[config.mk]
export PLATFORM = sky130hd
export DESIGN_NAME = stls_ram
export DESIGN_NICKNAME = d
export VERILOG_FILES = /design/src/rtl/stls_ram.sv
export SDC_FILE = /design/constraint.sdc
export NUM_CORES = 1
export LEC_CHECK = 0
export ABC_AREA = 1
export BUFFER_PORTS_ARGS = -buffer_cell sky130_fd_sc_hd__buf_2
export CAP_MARGIN = 20
export CORE_UTILIZATION = 30
export CTS_CLUSTER_SIZE = 25
export DETAILED_ROUTE_END_ITERATION = 6
export GPL_TIMING_DRIVEN = 1
export PLACE_DENSITY = 0.52
export SYNTH_ARGS = -nofsm -noshare
export SYNTH_HDL_FRONTEND = slang
export SYNTH_SLANG_ARGS = --single-unit
[constraint.sdc]
create_clock -name i_clk -period 1.7 [get_ports i_clk]
set_clock_uncertainty 0.2 [all_clocks]
set_input_delay 0.34 -clock i_clk [delete_from_list [all_inputs] [get_ports i_clk]]
set_output_delay 0.34 -clock i_clk [all_outputs]
set_load 0.01 [all_outputs]
[src/rtl/stls_ram.sv]
// Generic simple dual-port RAM: one write port, one read port with registered data.
// No dependencies.
module stls_ram #(
    parameter int WIDTH = 8,
    parameter int DEPTH = 16
) (
    input  logic                     i_clk,
    input  logic                     i_wr_en,
    input  logic [$clog2(DEPTH)-1:0] i_wr_addr,
    input  logic [WIDTH-1:0]         i_wr_data,
    input  logic                     i_rd_en,
    input  logic [$clog2(DEPTH)-1:0] i_rd_addr,
    output logic [WIDTH-1:0]         o_rd_data
);

    logic [WIDTH-1:0] r_mem [DEPTH];
    logic [WIDTH-1:0] r_rd_data;

    always_ff @(posedge i_clk) begin
        if (i_wr_en) begin
            r_mem[i_wr_addr] <= i_wr_data;
        end
        if (i_rd_en) begin
            r_rd_data <= r_mem[i_rd_addr];
        end
    end

    assign o_rd_data = r_rd_data;

endmodule

## Word level (Yosys, flattened, before mapping)

Memory sizes are Yosys's and may differ from the RTL's. A register that Yosys moved wholly into a read port is not among the register bits.
Cells that the tools add are included.
Widths: inputs -> output; s select.

- Register bits: 0
- Bits in writable memories: 128
- Input bits: 19
- Output and inout bits: 8
- Logic and storage cells: 3
- Memories kept: 1

Memory list:

| name | depth | width | rd ports | clocked after memory_dff | wr ports | RTL line | RTL |
|---|---|---|---|---|---|---|---|
| r_mem | 16 | 8 | 1 | 1 | 1 | 16 | `logic [WIDTH-1:0] r_mem [DEPTH];` |

- Multiplexer cells: 2

Operator list:

| cell | count |
|---|---|
| $mux 1 | 2 |

## Longest topological paths before layout

Gate-level depths: netlist (run 1).

- Depth in word-level cells: 2
- Depth in mapped cells: 8
- Mapped depth without buffers: 7

## Least setup slack after synthesis (run 1)

No wires, ideal clock.

- Path kind: in2reg
- Start point: input port i_wr_addr[2]
- End point: memory r_mem[10][0], enable pin
- Setup time: 370 ps
- Arrival: 921 ps
- Data required time: 1,130 ps
- Slack: 209 ps
- Stages on the path: 2
- Path buffers: 0
- Path through: nand3b_1 -> nor2_1

RTL lines:

| element | RTL line | RTL |
|---|---|---|
| from (decl) | 9 | `input logic [$clog2(DEPTH)-1:0] i_wr_addr,` |
| to (decl) | 16 |  |

No word-level cell before the write port.

## Worst setup path after layout (run 1)

- Start point: register r_rd_data[3] (netlist: o_rd_data[3]), read port of r_mem
- End point: output port o_rd_data[3]

RTL lines:

| element | RTL line | RTL |
|---|---|---|
| from (decl) | 17 | `logic [WIDTH-1:0] r_rd_data;` |
| to (decl) | 13 | `output logic [WIDTH-1:0] o_rd_data` |

No word-level cell between the ends.

==> results of run 1 <==
## flip-flops by register name, indices dropped and copies added (netlist names)
signal	flops
o_rd_data	8
r_mem	128
## where the power goes
part | total (mW) | switching, mW | internal, mW
registers | 3.81 | 0.0252 | 3.78
clock network | 3.39 | 1.29 | 2.11
logic | 0.481 | 0.335 | 0.146
total | 7.68 | 1.65 | 6.04
## cell usage in the layout, fill, tap and decap left out
master,Yosys,final
nand2_1,173,173
clkbuf_16,0,17
edfxtp_1,136,136
clkinv_2,0,1
nand3_1,97,97
bufinv_16,0,2
inv_2,2,2
inv_1,100,100
buf_12,0,4
buf_4,4,21
clkinv_1,0,6
nor2_1,17,17
buf_2,13,26
clkinvlp_4,0,3
nand3b_1,2,2
clkbuf_1,0,2
## per-stage QoR
step | area, um^2 | TNS (ps) | util | hold slack (ps) | setup WS, ps
after CTS | 6917 | 0 | 0.3661 | 72.22 | 113.1
after global placement | 6374 | -139.0 | 0.3374 | 514.8 | -37.47
after floorplan | 5847 | 0 | - | 238.9 | 209.2
after detailed placement | 6374 | -288.9 | 0.3374 | 517.5 | -52.81
final | 6917 | 0 | 0.3661 | 94.90 | 150.0
after global routing | 6917 | 0 | 0.3661 | 81.49 | 106.6
## cell type report
cell class	count	area, um^2	area share
timing repair buffer	51	367.9	0.05318
tap	260	325.3	0.04703
sequential	136	4084	0.5904
clock buffer	19	432.9	0.06259
clock inverter	12	110.1	0.01592
multi-input combinational	289	1214	0.1755
inverter	102	382.9	0.05535
## worst max path at each step
stage / start / endpoint / slack [ps] / depth (start not counted)
floorplan: i_wr_addr[2] / r_mem[10][0] / 210 / 2
global placement: i_rd_addr[1] / o_rd_data[6] / -40 / 6
detailed placement: i_rd_addr[1] / o_rd_data[2] / -50 / 6
CTS: o_rd_data[3] / o_rd_data[3] / 110 / 1
global route: o_rd_data[3] / o_rd_data[3] / 110 / 1
finish: o_rd_data[3] / o_rd_data[3] / 150 / 1
## layer usage
layer	track usage	vias up	wire length, um
li1	-	1869	-
met1	0.1902	1807	6402
met2	0.2486	108	6613
met3	0.03679	22	550
met4	0.06565	0	341
met5	0	-	0
## kinds of logic (layout without fill, tap and decap cells)
group         after synthesis  in the layout  synth area share
buf+inv                   126            184           0.09394
flops                     136            136            0.6985
simple gates              289            289            0.2076
==> results.tsv, run 1 <==
metric	value	unit
outcome	complete, no violations	
grt_pass1_vias	3875	
ios	27	
vias	3806	
crit_path_max_fanout	1	
avgRoutedWirePerCell	16.00	um
timing.final.crit_share	0.9118	
grt_max_degree	45	
cts_buffers	17	
postRouteAntennaNets	0	
yosysTopAreaCellShare	0.6985	
critPathLaunchType	flop	
gp_congestion	0.8204	
timing.critical_path.buf_inv	1	
ys_types	11	
synth_area_leaders	edfxtp_1 (70%), nand2_1 (11%), nand3_1 (8.3%)	
yosysMostFrequentCell	nand2_1	
cp-end-kind	output port	
insertion_delay	420	ps
yosys_warnings	0	
cts_resized	0	
r2r-start	r_mem[3][0]	
cts_setup_buffers	0	
syn2layout_area_growth	18.30	%
dp_cells	838	
rsz0062_at_grt	false	
chipHeight	141.6	um
drt_iter0_drc	228	
drcViolationCount	0	
cpLargestDelayFamily	flip-flops	
max_stage_delay	420	ps
r2r-end	o_rd_data[0]	
die_x	141.6	um
start_util	0.3095	
portBuffers	26	
hold_class	input pin to flop	
core_area	0.01889	mm^2
first_pass_iters	4	
synth_area	0.005847	mm^2
hp-start	i_rd_en	
hold_path_depth	1	
finalMaxSlewViolations	0	
grt_usage	0.1514	
cpMaxStageDelayCell	edfxtp_1	
synth_nets	570	
async_flop_share	0	
nets	616	
avgSynthCellArea	10.61	um^2
die_area	0.02005	mm^2
synth.yosys.seq_area_share	0.6985	
postCtsHoldBufs	0	
netlist.top_cell.by_area	edfxtp_1	
relSlewSlack	0.6133	
r2r_setup_slack	360	ps
synth_edf_count	136	
ys_ff_latch	136	
antennaDiodeCount	0	
gr-total-overflow	0	
synth_ff_type	edfxtp_1	
clk_transition_reported_paths	60	ps
p_leak	2.932	nW
fin_cells	869	
cp.required	1160	ps
n_fill_cell	1930	
tightest_slew	579.2	ps
fmax	645.2	MHz
viasPerCell	4.380	
drt-total-wl	13.91	mm
cap_violations	0	
synth_commonest_cells	nand2_1 (173), edfxtp_1 (136), inv_1 (100)	
syn_inst	551	
floorplan.rows	50	
finalSetupViolCount	0	
htreeDepth	4	
dp.final_hpwl	9.106	mm
clockRootBuffer	clkbuf_16	
cts.path.max_buffers	2	
crit_chain	buf_2	
cts.sinks	136	
hold_violations	0	
r2r_cells	6	
vdd_drop_max	0.6838	mV
cts_tree	done	
p_total	7.681	mW
grt_pass1_wl	21.91	mm
setup.worst_path.class	flop to output port	
cellPowerDensity	1111	mW/mm^2
antenna_found_initial	0	
whs_endpoint	o_rd_data[2]	
worstPathArrival	1010	ps
post-route-min-period	1550	ps
final_layout_size_suffix_gt1_frac	0.1248	
No activity file was read; power rests on OpenSTA's default activity.
==> inputs of run 2 (changes only) <==
--- a/config.mk
+++ b/config.mk
@@ -12,7 +12,8 @@
 export CTS_CLUSTER_SIZE = 25
 export DETAILED_ROUTE_END_ITERATION = 6
 export GPL_TIMING_DRIVEN = 1
-export PLACE_DENSITY = 0.52
+export PLACE_DENSITY = 0.53
+export REMOVE_ABC_BUFFERS = 1
 export SYNTH_ARGS = -nofsm -noshare
 export SYNTH_HDL_FRONTEND = slang
 export SYNTH_SLANG_ARGS = --single-unit
==> constraint.sdc (replaced) <==
create_clock -name i_clk -period 1.4 [get_ports i_clk]
set_clock_uncertainty 0.2 [all_clocks]
set_input_delay 0.21 -clock i_clk [delete_from_list [all_inputs] [get_ports i_clk]]
set_output_delay 0.21 -clock i_clk [all_outputs]
set_load 0.01 [all_outputs]
==> run 2 against run 1 <==
  * The run now ends with negative setup slack left
  * Die area unchanged
  * Via count up 2.5%
  * Power up 31%
  * Critical path type unchanged
  * Largest power group is now clock
==> results.tsv, run 2 (synthesis gave the netlist of run 1 again) <==
metric	value	unit	change
pwr-share-clk	0.477		was 0.442
die_area	0.02005	mm^2	unchanged
cap_violations	0		unchanged
die_x	141.6	um	unchanged
clockRootBuffer	clkbuf_16		unchanged
violations	negative setup slack		
avgRoutedWirePerCell	16.27	um	was 16.00 um
swShare	0.2086		was 0.2142
hold_violations	0		unchanged
worstPathArrival	1030	ps	was 1010 ps
antennaDiodeCount	0		unchanged
nets	627		was 616
tightest_slew	463.8	ps	was 579.2 ps
cp-end-kind	output port		unchanged
post-route-min-period	1442	ps	
fin_util	0.3791		was 0.3661
grt_pass1_vias	3863		was 3875
final_layout_size_suffix_gt1_frac	0.1514		was 0.1248
dp.final_hpwl	9.253	mm	was 9.106 mm
gp_congestion	0.7671		was 0.8204
setup.worst_path.class	flop to output port		unchanged
floorplan.rows	50		unchanged
hp-start	i_wr_data[1]		was i_rd_en
cpMaxStageDelayCell	edfxtp_1		unchanged
rsz0062_at_grt	true		was false
final_common_cell	nand2_1		unchanged
hold_class	input pin to flop		unchanged
drcViolationCount	0		unchanged
drt-total-wl	14.33	mm	was 13.91 mm
grt_usage	0.1566		was 0.1514
p_leak	3.057	nW	was 2.932 nW
cts.path.max_buffers	2		unchanged
p_switching	2.093	mW	was 1.646 mW
finalSetupViolCount	3		was 0
r2r-start	r_mem[1][3]		was r_mem[3][0]
cellPowerDensity	1401	mW/mm^2	was 1111 mW/mm^2
cpLargestDelayFamily	flip-flops		unchanged
vdd_drop_max	0.8124	mV	was 0.6838 mV
chipHeight	141.6	um	unchanged
first_pass_iters	5		was 4
grt_pass1_wl	22.37	mm	was 21.91 mm
final_cell_mix	nand2_1 (173), edfxtp_1 (136), inv_1 (100)		unchanged
syn2layout_area_growth	22.49	%	was 18.30%
p_int	7.940	mW	was 6.035 mW
grt_max_degree	43		was 45
vias	3901		was 3806
ios	27		unchanged
cts.sinks	136		unchanged
top_register	r_mem		unchanged
seqPwrFrac	0.460		was 0.495
start_util	0.3095		unchanged
drt_iter0_drc	277		was 228
core_area	0.01889	mm^2	unchanged
whs	4.887	ps	was 94.90 ps
htreeDepth	4		unchanged
max_stage_delay	440	ps	was 420 ps
viasPerCell	4.428		was 4.380
finalMaxSlewViolations	0		unchanged
timing.critical_path.buf_inv	1		unchanged
fin_ws	-42.44	ps	was 150.0 ps
power_frac_comb	0.063		about the same
clk_transition_reported_paths	60	ps	about the same
portBuffers	26		unchanged
cp.required	990	ps	was 1160 ps
fmax	693.3	MHz	
critPathLaunchType	flop		unchanged
largest_reg_flops	128		unchanged
cts_tree	done		unchanged
postRouteAntennaNets	0		unchanged
insertion_delay	420	ps	about the same
gr-total-overflow	0		unchanged
critPathLaunch	o_rd_data[1]		was o_rd_data[3]
timing.final.crit_share	1.030		
crit_path_max_fanout	1		unchanged
antenna_found_initial	0		unchanged
crit_chain	buf_2		unchanged
cts_buffers	17		unchanged
outcome	finished, violations left		was complete, no violations
relSlewSlack	0.6908		was 0.6133
-- run 2: cell types whose count changed in the layout (fill, tap and decap cells not counted), sizes merged --
cell	change
dlygate4sd3	+3
bufinv	+3
buf	+8
clkinvlp	-1
clkbuf	-1
-- run 2: final cells by class --
class	count	area, um^2
Clock buffer	18	429.2
Clock inverter	14	205.2
Fill cell	1860	11730
Inverter	102	382.9
Multi-Input combinational cell	289	1234
Sequential cell	136	4084
Tap cell	260	325.3
Timing Repair Buffer	62	501.7
-- run 2: power by group through the flow --
stage               clock (mW)  sequential [mW]  combinational (mW)
floorplan                    0             4.70               0.246
global placement             0             4.70               0.615
detailed placement           0             4.70               0.619
CTS                       4.85             4.62               0.637
global route              5.02             4.62               0.703
finish                    4.78             4.62               0.633
-- run 2: through the flow --
| step | instances | TNS, ps | setup WS (ps) | cell area (um^2) | power, mW |
|---|---|---|---|---|---|
| 2_1_floorplan | 527 | -988.7 | -130.6 | 5680 | 4.949 |
| 3_3_place_gp | 846 | -2874 | -264.0 | 6459 | 5.316 |
| 3_5_place_dp | 846 | -3359 | -258.5 | 6459 | 5.321 |
| 4_1_cts | 881 | -129.8 | -40.34 | 7142 | 10.10 |
| 5_1_grt | 881 | -188.2 | -50.78 | 7162 | 10.34 |
| 6_report | 881 | -73.50 | -42.44 | 7162 | 10.03 |
-- run 2: worst paths after layout --
kind | end | slack, ps | cells after the start
min | r_mem[0][1] | 5 | 1
max | o_rd_data[1] | -40 | 1
max reg2reg | o_rd_data[3] | 50 | 6
min reg2reg | o_rd_data[1] | 550 | 6
-- run 2: routing by layer --
layer / vias to the layer above / global-route usage / share of wire / routed length (um)
li1: 1896 / - / - / -
met1: 1884 / 0.2060 / 0.47 / 6738
met2: 106 / 0.2453 / 0.47 / 6692
met3: 15 / 0.04117 / 0.047 / 680
met4: 0 / 0.06452 / 0.015 / 219
met5: - / 0 / 0 / 0
-- run 2: timing repair --
item,in CTS,in global routing
endpoints found under the setup margin,5,8
setup buffers,0,0
hold endpoints to repair,25,0
hold buffers,3,0
gates resized for setup,3,4
