==> src/rtl/stls_pkg.sv <==
// Shared types, constants and helpers for the sorted time lower-bound search block.
// Used by stls_search and sorted_time_lower_bound_search_top; depends on nothing.
package stls_pkg;

    localparam int TABLE_DEPTH = 1024;
    localparam int IDX_W       = $clog2(TABLE_DEPTH);
    localparam int CNT_W       = $clog2(TABLE_DEPTH + 1);
    localparam int KEY_W       = 17;
    localparam int OUT_IDX_W   = 10;

    // request actions
    localparam logic [1:0] ACT_CLEAR = 2'd0;
    localparam logic [1:0] ACT_LOAD  = 2'd1;
    localparam logic [1:0] ACT_QUERY = 2'd2;

    // result status codes
    localparam logic [1:0] ST_FOUND   = 2'd0;
    localparam logic [1:0] ST_NONE    = 2'd1;
    localparam logic [1:0] ST_INVALID = 2'd2;

    typedef logic [KEY_W-1:0] t_key;

    typedef struct packed {
        logic [1:0] action;
        logic [4:0] hours;
        logic [5:0] minutes;
        logic [5:0] seconds;
    } t_in_req;

    typedef struct packed {
        logic [1:0]           status;
        logic [OUT_IDX_W-1:0] found_index;
        logic [4:0]           found_hours;
        logic [5:0]           found_minutes;
        logic [5:0]           found_seconds;
    } t_out_rsp;

    typedef struct packed {
        logic             start;
        logic             invalid;
        t_key             key;
        logic [CNT_W-1:0] count;
    } t_srch_cmd;

    typedef struct packed {
        logic             idle;
        logic             done;
        logic [1:0]       status;
        logic [CNT_W-1:0] index;
        t_key             key;
    } t_srch_rsp;

    function automatic logic time_valid(input logic [4:0] h, input logic [5:0] m,
                                        input logic [5:0] s);
        return (h < 5'd24) && (m < 6'd60) && (s < 6'd60);
    endfunction

    function automatic t_key make_key(input logic [4:0] h, input logic [5:0] m,
                                      input logic [5:0] s);
        return {h, m, s};
    endfunction

endpackage

==> src/rtl/stls_search.sv <==
// Lower-bound search sequencer: one table probe per cycle through a shared compare unit.
// Depends on stls_pkg; drives the read port of the table RAM.
module stls_search (
    input  logic                           i_clk,
    input  logic                           i_rst_n,
    input  stls_pkg::t_srch_cmd            i_cmd,
    input  logic                           i_rsp_take,
    output stls_pkg::t_srch_rsp            o_rsp,
    output logic                           o_rd_en,
    output logic [stls_pkg::IDX_W-1:0]     o_rd_addr,
    input  stls_pkg::t_key                 i_rd_data
);

    localparam int CW = stls_pkg::CNT_W;

    typedef enum logic [3:0] {
        S_IDLE   = 4'b0001,
        S_SEARCH = 4'b0010,
        S_FETCH  = 4'b0100,
        S_DONE   = 4'b1000
    } t_state;

    t_state          r_state, n_state;
    logic [CW-1:0]   r_lo, n_lo;
    logic [CW-1:0]   r_hi, n_hi;
    logic [CW-1:0]   r_mid, n_mid;
    stls_pkg::t_key  r_qkey, n_qkey;
    stls_pkg::t_key  r_found, n_found;
    logic [1:0]      r_status, n_status;

    logic            less;
    logic [CW-1:0]   step_lo, step_hi, step_mid, rd_idx;
    logic [CW:0]     step_sum;

    // shared compare unit and next probe point
    always_comb begin
        less     = i_rd_data < r_qkey;
        step_lo  = less ? (r_mid + CW'(1)) : r_lo;
        step_hi  = less ? r_hi : r_mid;
        step_sum = {1'b0, step_lo} + {1'b0, step_hi};
        step_mid = step_sum[CW:1];
    end

    always_comb begin
        n_state  = r_state;
        n_lo     = r_lo;
        n_hi     = r_hi;
        n_mid    = r_mid;
        n_qkey   = r_qkey;
        n_found  = r_found;
        n_status = r_status;
        o_rd_en  = 1'b0;
        rd_idx   = r_mid;
        unique case (r_state)
            S_IDLE: begin
                if (i_cmd.start) begin
                    n_qkey  = i_cmd.key;
                    n_lo    = '0;
                    n_hi    = i_cmd.count;
                    n_found = '0;
                    if (i_cmd.invalid) begin
                        n_status = stls_pkg::ST_INVALID;
                        n_state  = S_DONE;
                    end else if (i_cmd.count == '0) begin
                        n_status = stls_pkg::ST_NONE;
                        n_state  = S_DONE;
                    end else begin
                        n_mid   = i_cmd.count >> 1;
                        rd_idx  = i_cmd.count >> 1;
                        o_rd_en = 1'b1;
                        n_state = S_SEARCH;
                    end
                end
            end
            S_SEARCH: begin
                n_lo = step_lo;
                n_hi = step_hi;
                if (step_lo < step_hi) begin
                    n_mid   = step_mid;
                    rd_idx  = step_mid;
                    o_rd_en = 1'b1;
                end else if (step_lo == i_cmd.count) begin
                    n_status = stls_pkg::ST_NONE;
                    n_state  = S_DONE;
                end else begin
                    // bound settled: fetch the entry at lo
                    rd_idx  = step_lo;
                    o_rd_en = 1'b1;
                    n_state = S_FETCH;
                end
            end
            S_FETCH: begin
                n_found  = i_rd_data;
                n_status = stls_pkg::ST_FOUND;
                n_state  = S_DONE;
            end
            S_DONE: begin
                if (i_rsp_take) begin
                    n_state = S_IDLE;
                end
            end
            default: begin
                n_state = S_IDLE;
            end
        endcase
    end

    always_ff @(posedge i_clk) begin
        if (!i_rst_n) begin
            r_state <= S_IDLE;
        end else begin
            r_state <= n_state;
        end
        r_lo     <= n_lo;
        r_hi     <= n_hi;
        r_mid    <= n_mid;
        r_qkey   <= n_qkey;
        r_found  <= n_found;
        r_status <= n_status;
    end

    assign o_rd_addr    = rd_idx[stls_pkg::IDX_W-1:0];
    assign o_rsp.idle   = (r_state == S_IDLE);
    assign o_rsp.done   = (r_state == S_DONE);
    assign o_rsp.status = r_status;
    assign o_rsp.index  = r_lo;
    assign o_rsp.key    = r_found;

endmodule

==> config.mk <==
export PLATFORM = sky130hd
export DESIGN_NAME = stls_search
export DESIGN_NICKNAME = d
export VERILOG_FILES = /design/src/rtl/stls_pkg.sv /design/src/rtl/stls_search.sv
export SDC_FILE = /design/constraint.sdc
export NUM_CORES = 1
export LEC_CHECK = 0
export CORE_UTILIZATION = 45
export CTS_BUF_LIST = sky130_fd_sc_hd__clkbuf_8
export CTS_CLUSTER_SIZE = 28
export DETAILED_ROUTE_END_ITERATION = 6
export DONT_BUFFER_PORTS = 1
export GPL_TIMING_DRIVEN = 0
export PLACE_DENSITY_LB_ADDON = 0.15
export SYNTH_ARGS = -nofsm -noshare
export SYNTH_HDL_FRONTEND = slang
export SYNTH_SLANG_ARGS = --single-unit
export TNS_END_PERCENT = 100
==> constraint.sdc <==
create_clock -name i_clk -period 9.52 [get_ports i_clk]
set_input_delay 0.952 -clock i_clk [delete_from_list [all_inputs] [get_ports i_clk]]
set_output_delay 0.952 -clock i_clk [all_outputs]
set_load 0.02 [all_outputs]
# Word level (Yosys, flattened, before mapping)

Index checks and enable logic that the tools add are counted.

Output and inout port bits: 43
Flip-flop bits (word level): 73
Input bits: 50

Equality and inequality tests: 11
Multiplexer cells: 35
Add/sub/neg operators: 2
$lt $le $gt $ge: 2
Reduce and logical (&&, ||, !) cells: 10

Operators by type and width:

| operator              | count |
|---|---|
| $mux 11               | 8 |
| $pmux 11 s2           | 3 |
| $pmux 17 s2           | 1 |
| $mux 4                | 6 |
| $mux 10               | 2 |
| $pmux 10 s2           | 1 |
| $lt 17x17->1          | 1 |
| $mux 17               | 1 |
| $pmux 4 s4            | 1 |
| $add 11x11->12        | 1 |
| $add 11x1->11 const B | 1 |
| $eq 11x11->1          | 1 |
| $logic_not 11->1      | 1 |
| $lt 11x11->1          | 1 |
| $mux 2                | 5 |
| $ne 2x2->1 const B    | 5 |
| $reduce_and 2->1      | 4 |
| $pmux 2 s3            | 1 |
| $mux 1                | 5 |
| $reduce_and 5->1      | 1 |
| $eq 4x1->1 const B    | 1 |
| $eq 4x2->1 const B    | 1 |
| $eq 4x3->1 const B    | 1 |
| $eq 4x4->1 const B    | 1 |
| other kinds (5)       | 6 |

# Logic depth before layout (Yosys ltp)

Gate-level depths: netlist of run 1.

Word-level depth: 6
Depth in mapped cells: 21

# Worst setup path before layout of run 1

No wires, ideal clock.

Path type: input -> output
Start point: in i_rd_data[16]
End point: out o_rd_addr[8] in the netlist's numbering
Setup slack: 3935 ps
Data required time: 8568 ps
Stages: 19
Arrival time: 4633 ps
Cells stage by stage: ha_1 -> nand4_1 -> or3_4 -> o211ai_4 -> buf_6 -> buf_2 -> mux2i_1 -> inv_1 -> ha_1 -> inv_1 -> a21oi_1 -> o21ba_2 -> o21bai_1 -> a221oi_1 -> o311a_1 -> nand2_1 -> nand2_1 -> buf_4 -> o221ai_1

Word-level cells in the longest chain between the ends: 6
Elaborated cells on any way between the ends: 9
Classes of those cells: add/sub: 1; order compare: 2; eq/ne: 1; mux: 5

RTL lines:

| item                                                   | RTL line          | RTL |
|---|---|---|
| start, declared                                        | stls_search.sv:11 | `input stls_pkg::t_key i_rd_data` |
| $lt 17x17->1 (*)                                       | stls_search.sv:37 | `less = i_rd_data < r_qkey;` |
| branches (longest 3 deep; another with $add 11x11->12) | -                 |  |
| $mux 10 (*)                                            | stls_search.sv:78 | `if (step_lo < step_hi) begin` |
| $pmux 10 s2 (*)                                        | stls_search.sv:54 | `unique case (r_state)` |
| end, declared                                          | stls_search.sv:10 | `output logic [stls_pkg::IDX_W-1:0] o_rd_addr,` |

Every way passes the cells marked *.

# Worst setup path in the final report of run 1

Start point: in i_rd_data[16]
End point: out o_rd_addr[8] in the netlist's numbering

Word-level cells in the longest chain between the ends: 6
Elaborated cells on any way between the ends: 9
Classes of those cells: add/sub: 1; order compare: 2; eq/ne: 1; mux: 5

RTL lines:

| item                                                   | RTL line          | RTL |
|---|---|---|
| $lt 17x17->1 (*)                                       | stls_search.sv:37 |  |
| $mux 11 (*)                                            | stls_search.sv:38 | `step_lo = less ? (r_mid + CW'(1)) : r_lo;` |
| net step_lo[4]                                         | stls_search.sv:32 | `logic [CW-1:0] step_lo, step_hi, step_mid, rd_idx;` |
| branches (longest 2 deep; another with $add 11x11->12) | -                 |  |
| $mux 10 (*)                                            | stls_search.sv:78 |  |
| $pmux 10 s2 (*)                                        | stls_search.sv:54 |  |

Mark *: on every way through the listed nets, which the timed path passes.

==> impl_metrics.tcl, run 1 <==
set metrics [dict create \
    vdd_drop_max_v 0.000143 \
    ys_ff_latch 73 \
    seq_area_frac_synth_pct 41.0 \
    power.net_switching_uw 654 \
    power_frac_comb_pct 47.0 \
    fillers 1064 \
    p_per_area_nw_per_um2 263 \
    grt_pass1_wl_um 21800 \
    end_kind "output port" \
    drive_gt1_share_pct 10.9 \
    dp_hpwl_um 11100 \
    fmax_ghz 0.153 \
    placedCellCount 651 \
    cts_tree "yes" \
    fin_skew_ps 14.7 \
    boundaryPins 93 \
    worstMarginPinSlew_ps 1200 \
    grt_use_total_pct 24.8 \
    p_leak_nw 2.24 \
    core_area_um2 11400 \
    syn_nets 596 \
    crit_fanout 10 \
    cap_violations 0 \
    critPathLaunchType "primary input" \
    grt_pass1_vias 4057 \
    yosysWarnings 0 \
    syn_area_um2 5250 \
    final_antenna_net_count 0 \
    routedWlPerCell_um 21.7 \
    hold_viol 0 \
    fin_cells 667 \
    yosys.area.top_type "edfxtp_1" \
    rows 39 \
    n_antenna_cell 0 \
    fin_setup_tns_ps 0 \
    min_period_ps 6540 \
    final_nets 607 \
    numCtsBuffers 9 \
    finalPower_mw 1.49 \
    root_buffer "clkbuf_8" \
    status "complete, no violations" \
    first_pass_iters 5 \
    seqPwrFrac_pct 32.4 \
    synth_top_flop_cell "edfxtp_1" \
    crit_chain "ha_1 -> nand4_1 -> or3_4 -> o211ai_4 -> buf_6 -> clkbuf_1 -> o21ai_0 -> ha_1 -> inv_1 -> a21oi_1 -> o21ba_2 -> o21bai_1 -> a221oi_1 -> o311a_1 -> nand3_2 -> o221ai_1" \
    clock_power_share_pct 20.6 \
    synth_top_area_share_pct 39.4 \
    cts-resized-gates 0 \
    route.vias.total 4056 \
    slowest_delay_ps 600 \
    die-area_um2 12100 \
    synth_edf_count 69 \
    via_per_inst 6.08 \
    clkTransAtPathRegs_ps 80 \
    die_h_um 110 \
    die_x_um 110 \
    port_buffers 0 \
    initial_core_util_pct 46.0 \
    htreeDepth 3 \
    gp_congestion 0.907 \
    critPathSlowestCell "o221ai_1" \
    synth_most_common_cell "edfxtp_1" \
    p_int_uw 841 \
    final_max_slew_viol_count 0 \
    hold_slack_ps 681 \
    cp.required_ps 8570 \
    synth_area_per_cell_um2 10.3 \
    synthArstFlopShare_pct 0 \
    syn_to_final_growth_pct 7.98 \
    holdBufCountCts 0 \
    syn_inst 508 \
    grt-ovfl-total 0 \
    cts.path.max_buffers 2 \
    hold_class "in2reg" \
    antenna_found_initial 0 \
    post-cts-setup-buffer-count 0 \
    dr.first_iter.drc_count 331 \
    insertion_delay_ps 370 \
    arrival_ps 5590 \
    swShare_pct 43.7 \
    critical_path_class "in2out" \
    drc 0 \
    routed_wl_um 14500 \
    grt_max_degree 23 \
    rsz0062_at_grt "no" \
    cpMostUsedCell "ha_1" \
    post-route-period-util_pct 68.7 \
    clkSinkCount 73 \
    synth_common_cells "edfxtp_1, nand2_1, inv_1" \
    relSlewSlack_pct 18.7 \
    synth_area_leaders "edfxtp_1, ha_1, mux2i_1, and2_1, nand2_1" \
    ys_types 66 \
    finalSetupViolCount 0 \
]
worst max-delay path: cells and delay by family:
family          cells  cell delay, ps
buf+inv             3             590
fa+ha+maj           2             780
compound gates      8            2340
simple gates        3             910
cells by family (layout without fill, tap and decap cells):
logic type,count (synthesis),after routing,share of synthesized area [%]
and+or+nand+nor,150,150,15.6
adders and majority gates,38,38,9.19
AOI/OAI and AO/OA,121,121,17.4
DFF,73,73,41.0
xor gates and xnor gates,29,29,5.79
buffers and inverters,70,86,5.83
muxes,27,27,5.17
cells in the final DEF, fill, tap and decap left out, drive strengths merged, types with 6 or more instances in the layout:
cell	n
ha	37
o21ai	30
mux2i	26
nor2b	11
buf	12
a22oi	8
inv	42
xnor2	14
clkbuf	27
xor2	12
a211oi	8
edfxtp	69
o221ai	8
nor2	15
and2	32
a21oi	27
nand3	8
and4	6
nand2	45
o211ai	6
a21o	6
nand4	6
sequential cells by signal (all words and copies together), names as in the netlist:
name      flops
r_hi         11
r_qkey       17
r_found      17
r_status      2
r_state       4
r_mid        11
r_lo         11
cell type report:
cell class	count	area [µm²]	share of cell area, %
clock buffer	9	124	2.18
buffer	30	156	2.76
multi-input combinational	365	2800	49.3
sequential	73	2150	37.9
inverter	40	150	2.65
tap	143	179	3.15
clock inverter	7	116	2.05
path summary, 6_finish.rpt:
path	from	to	slack, ps	cells after the start
worst min-delay path	i_cmd[21]	r_qkey[10]	680	0
worst max-delay path	i_rd_data[16]	o_rd_addr[8]	2980	16
worst max register to register	r_qkey[12]	r_mid[2]	4230	17
worst min register to register	r_hi[4]	r_hi[4]	710	2
layer usage:
metal / wire length (µm) / vias up / global-route usage (%)
met5: 0 / - / 0
met4: 454 / 0 / 12.8
met3: 1160 / 36 / 5.64
met2: 6950 / 184 / 41.6
met1: 5900 / 1965 / 29.7
li1: - / 1871 / -
metrics by stage:
stage / instance area, µm² / utilization, % / setup slack [ps]
3_3_place_gp: 5430 / 47.6 / 3110
4_1_cts: 5670 / 49.7 / 3060
2_1_floorplan: 5250 / - / 3940
3_5_place_dp: 5430 / 47.6 / 3070
6_report: 5670 / 49.7 / 2980
5_1_grt: 5670 / 49.7 / 2750
power by group through the flow:
stage,Combinational [mW],Sequential [mW],Clock (mW)
3_3_place_gp,0.676,0.488,0
4_1_cts,0.693,0.483,0.315
3_5_place_dp,0.690,0.490,0
2_1_floorplan,0.526,0.473,0
5_1_grt,0.764,0.491,0.325
6_report,0.702,0.484,0.309
Note: power is estimated with default switching activity, not from simulation.
==> inputs of run 2 (changes only) <==
- clock period: 9.52 -> 5.85 ns (I/O delays scaled with it)
==> run 2 against run 1 <==
Global-route usage stayed put. Combinational power is 70% higher. Worst setup slack worse by 2700 ps. Die area stayed put. Highest routed layer unchanged. Critical path depth is 4 higher. Critical endpoint is now o_rd_addr[9]. Sequential cell count stayed put. Design area is 1.4% higher. Wire length is 0.42% higher. Power is 66% higher.
==> impl_metrics.tcl, run 2 (synthesized netlist as in run 1, its figures left out) <==
set metrics [dict create \
    via_per_inst 6.08 \
    critical_path_class "reg2out" \
    end_kind "output port" \
    routed_wl_um 14500 \
    finalPower_mw 2.48 \
    root_buffer "clkbuf_8" \
    cp.required_ps 5270 \
    routedWlPerCell_um 21.8 \
    placedCellCount 651 \
    rsz0062_at_grt "no" \
    arrival_ps 5010 \
    grt-ovfl-total 0 \
    die-area_um2 12100 \
    fin_skew_ps 14.8 \
    most-common-layout-cells "edfxtp_1, nand2_1, inv_1, ha_1, and2_1" \
    post-cts-setup-buffer-count 0 \
    final_nets 607 \
    route.vias.total 4055 \
    critPathLaunchType "register" \
    fillers 1059 \
    holdBufCountCts 0 \
    power.net_switching_mw 1.09 \
    vdd_drop_max_v 0.000236 \
    path_delay_family "compound AO/OA/AOI/OAI gates" \
    placed_area_um2 5430 \
    syn_to_final_growth_pct 9.48 \
    slowest_delay_ps 460 \
    cap_violations 0 \
    clkSinkCount 73 \
    crit_chain "inv_1 -> ha_1 -> nand4_1 -> or3_4 -> o211ai_4 -> buf_6 -> clkbuf_4 -> nand2_1 -> o21ai_1 -> ha_1 -> inv_1 -> a21oi_1 -> o21ba_2 -> o21bai_1 -> a221oi_2 -> o311a_1 -> nand2_1 -> nand2_1 -> buf_4 -> o211ai_2" \
    core_area_um2 11400 \
    boundaryPins 93 \
    status "complete, no violations" \
    clkTransAtPathRegs_ps 80 \
    initial_core_util_pct 46.0 \
    final_common_cell "edfxtp_1" \
    p_int_mw 1.38 \
    die_x_um 110 \
    stdcell_area_um2 5750 \
    seqPwrFrac_pct 31.8 \
    dp_hpwl_um 11100 \
    drc 0 \
    grt_pass1_vias 4057 \
    htreeDepth 3 \
    antenna_found_initial 0 \
    hold_viol 0 \
    post-route-period-util_pct 95.6 \
    insertion_delay_ps 370 \
    fin_cells 667 \
    critPathSlowestCell "o311a_1" \
    first_pass_iters 5 \
    p_leak_nw 2.25 \
    fin_setup_tns_ps 0 \
    grt_max_degree 23 \
    min_period_ps 5590 \
    n_antenna_cell 0 \
    clock_power_share_pct 20.2 \
    dr.first_iter.drc_count 322 \
    port_buffers 0 \
    final_max_slew_viol_count 0 \
    cp.buffers_inverters 5 \
    fin_util_pct 50.4 \
    die_h_um 110 \
    grt_pass1_wl_um 21800 \
    gp_congestion 0.907 \
    hold_class "in2reg" \
    top_regs "r_found (17), r_qkey (17)" \
    final_antenna_net_count 0 \
    grt_use_total_pct 24.8 \
    finalSetupViolCount 0 \
    relSlewSlack_pct 19.2 \
    cts.path.max_buffers 2 \
    fmax_ghz 0.179 \
    hold_slack_ps 313 \
    drive_gt1_share_pct 12.4 \
    p_per_area_nw_per_um2 431 \
    power_frac_comb_pct 47.9 \
    worstMarginPinSlew_ps 1190 \
    cts_tree "yes" \
    dp_slack_ps 130 \
    swShare_pct 44.1 \
    fin_ws_ps 256 \
    crit_fanout 10 \
    rows 39 \
    cpMostUsedCell "nand2_1" \
    numCtsBuffers 9 \
]
[run 2: changes by cell type in the layout (fill, tap and decap cells not counted), sizes merged]
cell and change:
buf -2, clkbuf +2
[run 2: repair_timing]
item	in CTS	in global routing
resized for setup	1	18
pin swaps	0	1
setup endpoints to repair	1	11
[run 2: final timing paths]
kind         slack [ps]  cells past startpoint        from           end
min reg2reg         710                      3  r_state[0]    r_state[0]
min                 310                      0   i_cmd[21]    r_qkey[10]
max reg2reg         870                     18  r_qkey[12]      r_mid[9]
max                 260                     20  r_qkey[12]  o_rd_addr[9]
[run 2: area by class of cell]
class	count	area, µm²	area share (%)
Sequential cell	73	2150	37.4
Tap cell	143	179	3.11
Buffer	30	163	2.83
Clock inverter	7	116	2.02
Clock buffer	9	124	2.15
Multi-Input combinational cell	365	2870	49.9
Inverter	40	150	2.61
[run 2: power groups by stage]
stage | logic [mW] | clock network, mW | registers (mW)
global placement | 1.10 | 0 | 0.795
CTS | 1.13 | 0.512 | 0.786
finish | 1.19 | 0.501 | 0.789
detailed placement | 1.12 | 0 | 0.797
floorplan | 0.857 | 0 | 0.769
global route | 1.29 | 0.529 | 0.800
[run 2: worst reg2reg max path: cells and delay by family, from the launching register on]
family	cells	cell delay, ps
compound gates	6	1370
flops	1	340
fa+ha+maj	2	640
mux	1	280
simple gates	4	1340
buf+inv	5	660
[run 2: routing by layer]
layer  up-vias  part of all wire, %  track usage, %
met3        39                  8.1            5.64
met2       193                   48            41.6
met5         -                    0               0
met4         0                  3.3            12.8
met1      1952                   40            29.7
li1       1871                    -               -
==> inputs of run 3 (changes only) <==
- MAX_ROUTING_LAYER: unset -> met4
==> run 3 against run 2 <==
Final cell count did not move. Design area is essentially flat. Clock skew decreased by 2.1 ps. Sequential power about the same. Maximum frequency is 0.21% higher. First-iteration DRC count rose by 20%. Sequential share of layout area hardly changed. Critical endpoint unchanged.
==> impl_metrics.tcl, run 3 (synthesized netlist as in run 1, its figures left out) <==
set metrics [dict create \
    cap_violations 0 \
    hold_class "in2reg" \
    cp.required_ps 5270 \
    status "complete, no violations" \
    final_common_cell "edfxtp_1" \
    grt_pass1_wl_um 21800 \
    hold_viol 0 \
    timing.rr.end "r_mid[5]" \
    arrival_ps 5000 \
    stdcell_area_um2 5750 \
    drive_gt1_share_pct 12.0 \
    final_max_slew_viol_count 0 \
    regToRegStartpoint "r_qkey[15]" \
    crit_path_start "r_qkey[15]" \
    critPathLaunchType "register" \
    antenna_found_initial 0 \
    grt_pass1_vias 4004 \
    end_kind "output port" \
    final_nets 607 \
    min_period_ps 5580 \
    die_x_um 110 \
    placedCellCount 651 \
    root_buffer "clkbuf_8" \
    htreeDepth 3 \
    clkTransAtPathRegs_ps 90 \
    core_area_um2 11400 \
    fin_setup_tns_ps 0 \
    vdd_drop_max_v 0.000210 \
    clkSinkCount 73 \
    drc 0 \
    p_per_area_nw_per_um2 427 \
    dp_slack_ps 186 \
    die-area_um2 12100 \
    routed_wl_um 14400 \
    n_antenna_cell 0 \
    post-route-period-util_pct 95.4 \
    hp-start "i_cmd[21]" \
    gp_congestion 0.922 \
    grt_max_degree 23 \
    rsz0062_at_grt "no" \
    holdBufCountCts 0 \
    top_regs "r_found (17), r_qkey (17)" \
    fin_ws_ps 268 \
    fmax_ghz 0.179 \
    crit_fanout 10 \
    first_pass_iters 5 \
    finalPower_mw 2.45 \
    via_per_inst 6.00 \
    reg2reg_depth 18 \
    insertion_delay_ps 360 \
    die_h_um 110 \
    grt_use_total_pct 25.5 \
    dp_hpwl_um 11000 \
    port_buffers 0 \
    fin_util_pct 50.4 \
    hold_slack_ps 311 \
    syn_to_final_growth_pct 9.45 \
    grt-ovfl-total 0 \
    route.vias.total 4000 \
    cts.path.max_buffers 2 \
    placed_area_um2 5430 \
    critical_path_class "reg2out" \
    fillers 1054 \
    min_path_cells 0 \
    boundaryPins 93 \
    final_antenna_net_count 0 \
    min_to "r_qkey[10]" \
    worstMarginPinSlew_ps 1160 \
    routedWlPerCell_um 21.6 \
    initial_core_util_pct 46.0 \
    relSlewSlack_pct 21.7 \
    most-common-layout-cells "edfxtp_1, nand2_1, inv_1, ha_1, and2_1" \
    p_leak_nw 2.25 \
    cts_tree "yes" \
    finalSetupViolCount 0 \
    numCtsBuffers 9 \
    fin_cells 667 \
    fin_skew_ps 12.7 \
    dr.first_iter.drc_count 388 \
    rows 39 \
    reg2reg_slack_ps 880 \
]
==> run 3: changes by cell type in the layout (fill, tap and decap cells not counted), moves of 2 or more <==
cell and change:
o221ai_4 +3, o221ai_2 -3, mux2i_1 +2, mux2i_2 -2
==> run 3: final cells by class <==
cell class              instances  area [µm²]  area share, %
repair buffers                  1        7.51          0.131
clock buffers                   9         124           2.15
well taps                     143         179           3.11
flip-flops and latches         73        2150           37.4
clock inverters                 7        93.8           1.63
multi-input cells             365        2890           50.2
inverters                      40         150           2.61
plain buffers                  29         156           2.72
==> run 3: report_power, final <==
group | switching [mW] | internal (mW) | leakage [nW]
Combinational | 0.781 | 0.426 | 1.43
Clock | 0.218 | 0.241 | 0.111
Sequential | 0.104 | 0.684 | 0.705
Total | 1.10 | 1.35 | 2.25
==> run 3: worst max path at each step <==
stage / end / slack (ps)
2_1_floorplan: o_rd_addr[8] / 1000
3_3_place_gp: o_rd_addr[0] / 170
3_5_place_dp: o_rd_addr[8] / 190
4_1_cts: o_rd_addr[8] / 3
5_1_grt: o_rd_addr[3] / 10
6_report: o_rd_addr[9] / 270
==> run 3: repair_timing <==
| item | 4_1_cts | 5_1_grt |
|---|---|---|
| setup buffers | 0 | 1 |
| gates resized for setup | 0 | 19 |
| endpoints found under the setup margin | 0 | 11 |
==> run 3: layer usage <==
metal  vias to the layer above  global-route usage (%)  routed length, µm
met4                         0                    11.5                458
met5                         -                       -                  0
met3                        32                    5.00               1050
met1                      1923                    29.9               5910
met2                       169                    42.3               7010
li1                       1876                       -                  -
==> run 3: critical path: stages, from the launching register on <==
cell	delay [ps]
edfxtp_1	330
inv_1	40
ha_1	330
nand4_1	160
or3_4	430
o211ai_4	230
buf_6	180
buf_2	330
mux2i_1	350
inv_1	80
ha_1	370
nor4_1	310
nand2_1	80
nor3_1	330
o211ai_2	240
nand2_1	140
nand2_1	90
buf_4	260
o211ai_2	340
